### src/rtl/qbls_pkg.sv
// Shared types, mode codes and segment fonts for the quiz buzzer lockout scorer.
// No dependencies; used by qbls_display and quiz_buzzer_lockout_scorer_top.
`timescale 1ns / 1ps
`default_nettype none

package qbls_pkg;

    localparam int NUM_PLAYERS = 3;
    localparam logic [3:0] SCORE_MAX = 4'd9;
    localparam logic [NUM_PLAYERS-1:0] ALL_ELIGIBLE = '1;

    // judge button positions in the judge word
    localparam int JUDGE_ARM     = 0;
    localparam int JUDGE_CORRECT = 1;
    localparam int JUDGE_WRONG   = 2;

    // external mode codes
    localparam logic [1:0] MODE_CODE_SCORES  = 2'd0;
    localparam logic [1:0] MODE_CODE_ARMED   = 2'd1;
    localparam logic [1:0] MODE_CODE_ANSWER  = 2'd2;
    localparam logic [1:0] MODE_CODE_WRONG   = 2'd3;

    // one-hot controller state
    typedef enum logic [3:0] {
        MODE_SCORES = 4'b0001,
        MODE_ARMED  = 4'b0010,
        MODE_ANSWER = 4'b0100,
        MODE_WRONG  = 4'b1000
    } mode_t;

    // controller state seen by the display decoder
    typedef struct packed {
        mode_t                       mode;
        logic [1:0]                  player;
        logic [NUM_PLAYERS-1:0][3:0] scores;
    } disp_state_t;

    function automatic logic [1:0] mode_code(input mode_t m);
        logic [1:0] c;
        case (m)
            MODE_SCORES: c = MODE_CODE_SCORES;
            MODE_ARMED:  c = MODE_CODE_ARMED;
            MODE_ANSWER: c = MODE_CODE_ANSWER;
            MODE_WRONG:  c = MODE_CODE_WRONG;
            default:     c = MODE_CODE_SCORES;
        endcase
        return c;
    endfunction

    // decimal digit font, bit0 segment a .. bit6 segment g; blank above 9
    function automatic logic [6:0] digit_font(input logic [3:0] v);
        logic [6:0] s;
        case (v)
            4'd0:    s = 7'h3F;
            4'd1:    s = 7'h06;
            4'd2:    s = 7'h5B;
            4'd3:    s = 7'h4F;
            4'd4:    s = 7'h66;
            4'd5:    s = 7'h6D;
            4'd6:    s = 7'h7D;
            4'd7:    s = 7'h07;
            4'd8:    s = 7'h7F;
            4'd9:    s = 7'h6F;
            default: s = 7'h00;
        endcase
        return s;
    endfunction

    // contestant letters a, b, c
    function automatic logic [6:0] letter_font(input logic [1:0] i);
        logic [6:0] s;
        case (i)
            2'd0:    s = 7'h5F;
            2'd1:    s = 7'h7C;
            2'd2:    s = 7'h39;
            default: s = 7'h00;
        endcase
        return s;
    endfunction

endpackage

`default_nettype wire

### src/rtl/qbls_display.sv
// Segment decoder: turns the controller state into three 7-segment words.
// Depends on qbls_pkg for the state struct and the fonts.
`timescale 1ns / 1ps
`default_nettype none

module qbls_display
    import qbls_pkg::*;
(
    input  disp_state_t                 disp,
    output logic [NUM_PLAYERS-1:0][6:0] seg
);

    // per-digit pattern chosen by mode
    always_comb
    begin
        for (int i = 0; i < NUM_PLAYERS; i++)
        begin
            logic me;
            logic [6:0] num_w;
            logic [6:0] let_w;
            me    = (disp.player == 2'(i));
            num_w = digit_font(disp.scores[i]);
            let_w = letter_font(2'(i));
            case (disp.mode)
                MODE_SCORES: seg[i] = num_w;
                MODE_ARMED:  seg[i] = let_w;
                MODE_ANSWER: seg[i] = me ? let_w : 7'd0;
                MODE_WRONG:  seg[i] = me ? num_w : let_w;
                default:     seg[i] = 7'd0;
            endcase
        end
    end

endmodule

`default_nettype wire

### src/rtl/quiz_buzzer_lockout_scorer_top.sv
// Quiz buzzer with first-press lockout, judge buttons and per-contestant scores.
// Result: the result word of an accepted button word is registered and shows the state before that word acts.
// Throughput: one word per cycle while out_stall is low; the output register is refilled as it drains.
// Reset: mode shows scores, scores zero, all contestants eligible, nothing pending.
// Depends on qbls_pkg and qbls_display.
`timescale 1ns / 1ps
`default_nettype none

module quiz_buzzer_lockout_scorer_top
    import qbls_pkg::*;
(
    input  logic       clk,
    input  logic       rst_n,
    input  logic       in_valid,
    output logic       in_stall,
    input  logic [2:0] contestant_levels,
    input  logic [2:0] judge_levels,
    output logic       out_valid,
    input  logic       out_stall,
    output logic [6:0] segments_digit0,
    output logic [6:0] segments_digit1,
    output logic [6:0] segments_digit2,
    output logic [1:0] mode_now,
    output logic [1:0] chosen_player,
    output logic [3:0] score_zero,
    output logic [3:0] score_one,
    output logic [3:0] score_two,
    output logic       answer_pending
);

    // controller state
    mode_t                       mode_reg,    mode_next;
    logic [1:0]                  player_reg,  player_next;
    logic [NUM_PLAYERS-1:0][3:0] scores_reg,  scores_next;
    logic [NUM_PLAYERS-1:0]      elig_reg,    elig_next;
    logic                        pend_reg,    pend_next;
    logic [2:0]                  prev_judge_reg;

    // result register
    logic                        out_valid_reg;
    logic [NUM_PLAYERS-1:0][6:0] seg_reg;
    logic [1:0]                  mode_out_reg;
    logic [1:0]                  player_out_reg;
    logic [NUM_PLAYERS-1:0][3:0] scores_out_reg;
    logic                        pend_out_reg;

    logic                        in_accept;
    disp_state_t                 disp;
    logic [NUM_PLAYERS-1:0][6:0] seg_now;
    logic [NUM_PLAYERS-1:0]      press;
    logic [2:0]                  falls;

    // handshake: accept while the result slot is empty or draining
    assign in_stall  = out_valid_reg && out_stall;
    assign in_accept = in_valid && !in_stall;

    // display of the state before this word
    assign disp.mode   = mode_reg;
    assign disp.player = player_reg;
    assign disp.scores = scores_reg;

    qbls_display u_display (
        .disp (disp),
        .seg  (seg_now)
    );

    // next-state: lock, then arm, correct, wrong in that order
    always_comb
    begin
        mode_next   = mode_reg;
        player_next = player_reg;
        scores_next = scores_reg;
        elig_next   = elig_reg;
        pend_next   = pend_reg;

        press = ~contestant_levels & elig_reg;
        falls = ~judge_levels & prev_judge_reg;

        // lowest-indexed eligible press wins in an open mode
        if ((mode_reg == MODE_ARMED || mode_reg == MODE_WRONG) && press != '0)
        begin
            pend_next   = 1'b1;
            mode_next   = MODE_ANSWER;
            player_next = press[0] ? 2'd0 : (press[1] ? 2'd1 : 2'd2);
        end

        if (falls[JUDGE_ARM] && !pend_next && elig_reg == ALL_ELIGIBLE)
        begin
            mode_next = MODE_ARMED;
        end

        if (falls[JUDGE_CORRECT] && pend_next)
        begin
            for (int i = 0; i < NUM_PLAYERS; i++)
            begin
                if (player_next == 2'(i) && scores_reg[i] < SCORE_MAX)
                begin
                    scores_next[i] = scores_reg[i] + 4'd1;
                end
            end
            mode_next = MODE_SCORES;
            elig_next = ALL_ELIGIBLE;
            pend_next = 1'b0;
        end

        if (falls[JUDGE_WRONG] && pend_next)
        begin
            for (int i = 0; i < NUM_PLAYERS; i++)
            begin
                if (player_next == 2'(i))
                begin
                    if (scores_next[i] != 4'd0)
                    begin
                        scores_next[i] = scores_next[i] - 4'd1;
                    end
                    elig_next[i] = 1'b0;
                end
            end
            mode_next = MODE_WRONG;
            pend_next = 1'b0;
        end
    end

    // controller state registers
    always_ff @(posedge clk or negedge rst_n)
    begin
        if (!rst_n)
        begin
            mode_reg       <= MODE_SCORES;
            player_reg     <= 2'd0;
            scores_reg     <= '0;
            elig_reg       <= ALL_ELIGIBLE;
            pend_reg       <= 1'b0;
            prev_judge_reg <= 3'b000;
        end
        else if (in_accept)
        begin
            mode_reg       <= mode_next;
            player_reg     <= player_next;
            scores_reg     <= scores_next;
            elig_reg       <= elig_next;
            pend_reg       <= pend_next;
            prev_judge_reg <= judge_levels;
        end
    end

    // result valid flag
    always_ff @(posedge clk or negedge rst_n)
    begin
        if (!rst_n)
        begin
            out_valid_reg <= 1'b0;
        end
        else if (in_accept)
        begin
            out_valid_reg <= 1'b1;
        end
        else if (!out_stall)
        begin
            out_valid_reg <= 1'b0;
        end
    end

    // result payload
    always_ff @(posedge clk)
    begin
        if (in_accept)
        begin
            seg_reg        <= seg_now;
            mode_out_reg   <= mode_code(mode_reg);
            player_out_reg <= player_reg;
            scores_out_reg <= scores_reg;
            pend_out_reg   <= pend_reg;
        end
    end

    assign out_valid       = out_valid_reg;
    assign segments_digit0 = seg_reg[0];
    assign segments_digit1 = seg_reg[1];
    assign segments_digit2 = seg_reg[2];
    assign mode_now        = mode_out_reg;
    assign chosen_player   = player_out_reg;
    assign score_zero      = scores_out_reg[0];
    assign score_one       = scores_out_reg[1];
    assign score_two       = scores_out_reg[2];
    assign answer_pending  = pend_out_reg;

    // pending answer exactly while in answering mode
    a_pend_mode: assert property (@(posedge clk) disable iff (!rst_n)
        pend_reg == (mode_reg == MODE_ANSWER))
        else $error("pending flag out of step with mode");

    // scores never pass the ceiling
    a_score_max: assert property (@(posedge clk) disable iff (!rst_n)
        scores_reg[0] <= SCORE_MAX && scores_reg[1] <= SCORE_MAX
        && scores_reg[2] <= SCORE_MAX)
        else $error("score above maximum");

    // locked player is always a real contestant
    a_player_range: assert property (@(posedge clk) disable iff (!rst_n)
        player_reg != 2'd3)
        else $error("player index out of range");

    // score display and armed mode only with everyone eligible
    a_elig_full: assert property (@(posedge clk) disable iff (!rst_n)
        (mode_reg == MODE_SCORES || mode_reg == MODE_ARMED) |-> elig_reg == ALL_ELIGIBLE)
        else $error("contestant disabled outside wrong-answer flow");

endmodule

`default_nettype wire

### config.mk
export PLATFORM = sky130hd
export DESIGN_NAME = quiz_buzzer_lockout_scorer_top
export DESIGN_NICKNAME = d
export VERILOG_FILES = /design/src/rtl/qbls_pkg.sv /design/src/rtl/qbls_display.sv /design/src/rtl/quiz_buzzer_lockout_scorer_top.sv
export SDC_FILE = /design/constraint.sdc
export NUM_CORES = 1
export LEC_CHECK = 0
export ABC_AREA = 1
export BUFFER_PORTS_ARGS = -buffer_cell sky130_fd_sc_hd__buf_2
export CAP_MARGIN = 25
export CORE_ASPECT_RATIO = 1.5
export CORE_MARGIN = 1.5
export CORE_UTILIZATION = 57
export CTS_CLUSTER_SIZE = 28
export DETAILED_ROUTE_END_ITERATION = 8
export PLACE_DENSITY = 0.83
export RECOVER_POWER = 25
export SYNTH_ARGS = -nofsm -noshare
export SYNTH_HDL_FRONTEND = slang
export SYNTH_HIERARCHICAL = 1
export SYNTH_SLANG_ARGS = --single-unit
export TNS_END_PERCENT = 20
### constraint.sdc
create_clock -name clk -period 3.1 [get_ports clk]
set_input_delay 0.62 -clock clk [delete_from_list [all_inputs] [get_ports clk]]
set_output_delay 0.62 -clock clk [all_outputs]
set_load 0.1 [all_outputs]
; Yosys cells after proc, flatten, opt, wreduce, memory -nomap -nowiden
; Memories as Yosys holds them, arrays and structs flattened.
; Index checks and enable logic that the tools add are counted.
[classes]
n_addsub = 6
magnitude_cmp = 3
n_eq_ne = 10
muxes = 38
n_bitwise = 4
reduce_logical = 21
[op_table]
columns = op, count
row1 = one-hot mux 7 bit (4 select lines), 3
row2 = 2-to-1 mux 4 bit, 13
row3 = 2-to-1 mux 7 bit, 5
row4 = 2-to-1 mux 12 bit, 2
row5 = nonzero test 4 bit, 4
row6 = "adder 4 x 1 -> 4 bit, second input constant", 3
row7 = "< comparator 4 bit, second input constant", 3
row8 = "subtractor 4 x 1 -> 4 bit, second input constant", 3
row9 = logical AND 1 bit, 10
row10 = 2-to-1 mux 1 bit, 8
row11 = bitwise AND 3 bit, 2
row12 = 2-to-1 mux 2 bit, 3
row13 = 2-to-1 mux 3 bit, 2
row14 = 2-to-1 mux 6 bit, 1
row15 = NOT 3 bit, 2
row16 = one-hot mux 2 bit (3 select lines), 1
row17 = "equality test 2 x 1 -> 1 bit, second input constant", 2
row18 = "equality test 2 bit, second input constant", 2
row19 = "equality test 4 x 1 -> 1 bit, second input constant", 1
row20 = "equality test 4 x 2 -> 1 bit, second input constant", 1
row21 = "equality test 4 x 3 -> 1 bit, second input constant", 1
row22 = "equality test 4 bit, second input constant", 1
row23 = logical NOT 2 bit, 2
row24 = "equality test 3 bit, second input constant", 1
row25 = other kinds (5), 6
[totals]
register_bits = 64
romBits = 336
input_bits = 10
output_inout_bits = 40
elab_cells = 103
n_memories = 3
[mem_list]
columns = memory, depth, word_bits, read_ports, rd_ports_with_merged_regs, wr, line
row1 = (no name shown), 16, 7, 1, 0, 0, qbls_pkg.sv:53  ; case (v)
row2 = (no name shown), 16, 7, 1, 0, 0, qbls_pkg.sv:53
row3 = (no name shown), 16, 7, 1, 0, 0, qbls_pkg.sv:53

; Logic depth before layout (Yosys ltp)
[depth]
depth_word = 13
mapped_depth = 17
mapped_depth_nobuf = 17

; By module
; Netlist, hierarchy kept.
[modules_own_cells]
columns = mod, instances, cells_per_inst, area_each_um2, seq_area_each_um2
row1 = quiz_buzzer_lockout_scorer_top, 1, 317, 3213.1, 1796.7
row2 = qbls_display, 1, 162, 864.6, 0.0

; Worst setup path after synthesis
; No wires, ideal clock.
[synth_path]
path_kind = reg2reg
from = register out_valid_reg, in the netlist out_valid
to = register pend_out_reg, in the netlist answer_pending (enable)
setup_time_ps = 417
arrival_ps = 3156
required_ps = 2683
slack_ps = -473
path_stages_with_launch = 6
path_buffers = 2
synth_period_minus_slack_ps = 3573
cell_sequence = dfrtp_1 -> nand2_1 -> inv_1 -> nor2_1 -> clkbuf_1 -> clkbuf_1
[synth_between]
elab_chain_len = 3
[synth_lines]
columns = element, line
row1 = start: declaration, quiz_buzzer_lockout_scorer_top.sv:40  ; logic out_valid_reg;
row2 = start signal: assignment, quiz_buzzer_lockout_scorer_top.sv:152  ; out_valid_reg <= 1'b0;
row3 = start signal: assignment, quiz_buzzer_lockout_scorer_top.sv:156  ; out_valid_reg <= 1'b1;
row4 = start signal: assignment, quiz_buzzer_lockout_scorer_top.sv:160  ; out_valid_reg <= 1'b0;
row5 = logical AND 1 bit, quiz_buzzer_lockout_scorer_top.sv:54  ; assign in_stall = out_valid_reg && out_stall;
row6 = net in_stall, quiz_buzzer_lockout_scorer_top.sv:15  ; output logic in_stall,
row7 = logical NOT 1 bit, quiz_buzzer_lockout_scorer_top.sv:55  ; assign in_accept = in_valid && !in_stall;
row8 = logical AND 1 bit, quiz_buzzer_lockout_scorer_top.sv:55
row9 = net in_accept, quiz_buzzer_lockout_scorer_top.sv:47  ; logic in_accept;
row10 = end signal: assignment, quiz_buzzer_lockout_scorer_top.sv:173  ; pend_out_reg <= pend_reg;
row11 = end: declaration, quiz_buzzer_lockout_scorer_top.sv:45  ; logic pend_out_reg;
; The timed path passes the listed nets, and every way through them passes these cells.
; A chain may end at the register's enable or synchronous reset.

; Final worst setup path
[layout_path]
from = register mode_reg[3]
to = register scores_reg, in the netlist disp[6]
[layout_between]
elab_chain_len = 12
word_cells_on_any_way = 18
classes_between = 1 x add/sub / 3 x eq/ne / 8 x mux / 6 x reduce/logical
[layout_lines]
columns = element, line
row1 = start: declaration, quiz_buzzer_lockout_scorer_top.sv:32  ; mode_t mode_reg, mode_next;
row2 = start signal: assignment, quiz_buzzer_lockout_scorer_top.sv:138  ; mode_reg <= mode_next;
row3 = equality test 4 x 2 -> 1 bit or equality test 4 bit (tied branches), quiz_buzzer_lockout_scorer_top.sv:80  ; if ((mode_reg == MODE_ARMED || mode_reg == MODE_WRONG) && press != '0)
row4 = logical OR 1 bit (*), quiz_buzzer_lockout_scorer_top.sv:80
row5 = logical AND 1 bit (*), quiz_buzzer_lockout_scorer_top.sv:80
row6 = 2-to-1 mux 2 bit, quiz_buzzer_lockout_scorer_top.sv:80
row7 = equality test 2 x 1 -> 1 bit, "quiz_buzzer_lockout_scorer_top.sv:96, quiz_buzzer_lockout_scorer_top.sv:110"
row8 = logical AND 1 bit, quiz_buzzer_lockout_scorer_top.sv:96  ; if (player_next == 2'(i) && scores_reg[i] < SCORE_MAX)
row9 = 2-to-1 mux 4 bit, quiz_buzzer_lockout_scorer_top.sv:96
row10 = 2-to-1 mux 12 bit, quiz_buzzer_lockout_scorer_top.sv:92  ; if (falls[JUDGE_CORRECT] && pend_next)
row11 = subtractor 4 x 1 -> 4 bit or nonzero test 4 bit (tied branches), "quiz_buzzer_lockout_scorer_top.sv:114, quiz_buzzer_lockout_scorer_top.sv:112"
row12 = 2-to-1 mux 4 bit, quiz_buzzer_lockout_scorer_top.sv:112  ; if (scores_next[i] != 4'd0)
row13 = 2-to-1 mux 4 bit, quiz_buzzer_lockout_scorer_top.sv:110  ; if (player_next == 2'(i))
row14 = 2-to-1 mux 12 bit (*), quiz_buzzer_lockout_scorer_top.sv:106  ; if (falls[JUDGE_WRONG] && pend_next)
row15 = end signal: assignment, quiz_buzzer_lockout_scorer_top.sv:140  ; scores_reg <= scores_next;
row16 = end: declaration, quiz_buzzer_lockout_scorer_top.sv:34  ; logic [NUM_PLAYERS-1:0][3:0] scores_reg, scores_next;
; Every way passes the cells marked *; elsewhere a longest branch is shown, timed or not.

==> metrics.txt <==
status=finished, violations left; failing checks=max-capacitance violations, max-slew violations; vias=~3300; Final GP Congestion=0.877; starting density of the core=approximately three fifths; vias in the first global route=about 3100; Ports=50; CP endpoint=disp[6]; Synth Cell Area=slightly above 4000 um^2; Post-DP Area=around 4400 um^2; FF-to-FF path depth=13; Nets=about 570; type of the worst setup path=flip-flop to flip-flop; Synth area leader=edfxtp_1; Final ANT Viol Nets=0; CTS tree=built; Iter 0 DRT Violations=196; DP Wirelength=around 5800 um; Skew-Pair Late Insertion Delay=around 0.36 ns; core box area=around 6900 um^2; synth top area cells=edfxtp_1 (28%), dfrtp_1 (14%), nand2_1 (12%); FMAX=0.366 GHz; Die H=between 100 and 150 um; Critical Path Source=mode_reg[3]; FF-to-FF setup slack=approximately 0.37 ns; Synth cell types=39; via/cell ratio=between 5 and 6; Synth Warn #=6; placed cells=604; worst hold path class=flip-flop to flip-flop; Max VDD drop=~490 uV; largest net degree at the start of global routing=31; reg2reg end=disp[6]; top cell type's share of synthesized area=approximately 28%; Maximum Capacitance Violations=1; WP data required=roughly 3.3 ns; post-route cell area=roughly 4600 um^2; max reg flops=12; count of pins over their slew limit=27; measured slew at the worst slew-check pin=roughly 1.5 ns; Slew HR=-2.39%; Crit path arrival time=between 2 and 3 ns; TritonCTS Sinks=64; initial antenna violation count=0; share of post-route cells with drive strength above 1=about 22%; postcts setup bufs=0; CTS Buf Count=9; Finished Layout Cells=620; Clock Tree Buf Depth=2; Leakage Power=between 0.002 and 0.0025 uW; clk slew on worst S/H paths=0.07 ns; Final Cycle Share=around 88%; final core occ=67.1%; Total GRT Usage=between 20 and 25%; RSZ-0062 raised after global routing=false; Die W=around 72 um; maximum fanout along the worst path=9; Seq/Total Area, Yosys=44.1%; Worst setup SP type=flip-flop; # diodes=0; Site Rows=37; first-pass iteration count of the detailed router=4; Syn-to-layout area delta=13.5%; post-CTS sizing=0; CP Capture Type=flip-flop; fin crit period=2.73 ns; Fin Clk Skew=between 0.008 and 0.009 ns; CTS Hold Buffers Added=0; htree depth=3; FF-to-FF Start=mode_reg[3]; P per Cell Area=between 900 and 1000 nW/um^2; Root Driver=clkbuf_8; syn nets=between 500 and 600; DR WL/cell=12.8 um; total wire length=~7900 um; first-pass GRT wire length=about 13000 um; Seq cells post-synth=between 60 and 70; final hold violations=0; Overflow after GRT=0; most common cell after layout, fill and taps aside=nand2_1; Syn Inst Count=between 400 and 500; # DRC=0; die footprint=roughly 7700 um^2; Mean Syn Cell Area=about 8.5 um^2; setup_tns=0 ns; Port Buffers=49; startpoint of the worst hold path=pend_reg; most frequent cells in the layout=nand2_1 (127), inv_1 (65), nand3_1 (49); setup violators final=0
critical path: stages, from the launching register on:
cell and delay (ns):
dfrtp_1 0.54, nor2_1 0.13, nor2_4 0.22, nand2_4 0.13
nand2_8 0.12, nand3_4 0.10, nor2_8 0.19, o21ai_0 0.11
inv_1 0.10, ha_1 0.20, nor3b_1 0.36, o21ai_1 0.17
o211ai_1 0.14, o21ai_1 0.10
report_power, final:
group / total [uW] / switching (uW) / internal [uW]
clock: 761 / 311 / 451
sequential: 1430 / 225 / 1200
combinational: 2230 / 1700 / 530
worst min-delay path by stage:
| stage | end | cells after the start |
|---|---|---|
| 3_5_place_dp | answer_pending | 0 |
| 4_1_cts | disp[2] | 1 |
| 6_report | answer_pending | 0 |
| 3_3_place_gp | answer_pending | 0 |
| 5_1_grt | answer_pending | 0 |
| 2_1_floorplan | disp[0] | 0 |
cells by family after synthesis:
kind of cell / synth area share (%)
AND/OR/NAND/NOR: 34.3
buffers and inverters: 7.09
flip-flops: 44.1
AO/OA/AOI/OAI: 6.38
adder cells (fa/ha/maj): 7.98
XOR/XNOR: 0.215
synthesized netlist by cell type:
library cell,number
dfrtp_1,22
inv_1,65
o21ai_1,6
nand2_1,127
dfstp_2,4
nor2_4,7
a21oi_1,5
nor2_8,3
clkbuf_1,4
inv_2,5
nor3_1,9
nand4_4,1
o21ai_0,20
o211ai_1,3
nand3_2,3
or2_1,1
edfxtp_1,38
and2_1,1
ha_1,26
a21oi_4,1
nand2_8,2
nor2_2,6
or2_2,1
nand3_1,49
nand4_1,6
o21ai_2,1
buf_6,1
nand2_2,11
xnor2_1,1
nand3_4,1
nor3b_1,1
o21a_1,1
o21ai_4,1
nor2_1,33
o22ai_1,4
nand4_2,2
a2bb2oi_1,1
nand3b_1,1
nand2_4,5
layout make-up:
class                   instances  area (um^2)
fillers                       556         2270
multi-input cells             340         2000
clock inverters                 4         70.1
inverters                      70          263
clock buffers                  12          135
repair buffers                 52          267
well taps                      78         97.6
flip-flops and latches         64         1800
metrics by stage:
stage / hold WS [ns] / total power, uW / setup WS, ns
2_1_floorplan: 0.324 / 3290 / 0.122
3_3_place_gp: 0.441 / 3590 / 0.562
3_5_place_dp: 0.440 / 3660 / 0.430
4_1_cts: 0.308 / 4430 / 0.453
5_1_grt: 0.472 / 4700 / 0.255
6_report: 0.461 / 4420 / 0.365
layer usage:
metal	routed length (um)	up-vias	part of all wire [%]	global-route usage [%]
li1	-	1682	-	-
met1	3160	1503	40	24.8
met2	4240	82	53	39.6
met3	262	20	3.3	2.91
met4	280	0	3.5	14.8
met5	0	-	0	0
Power figures use the tool's default switching activity.
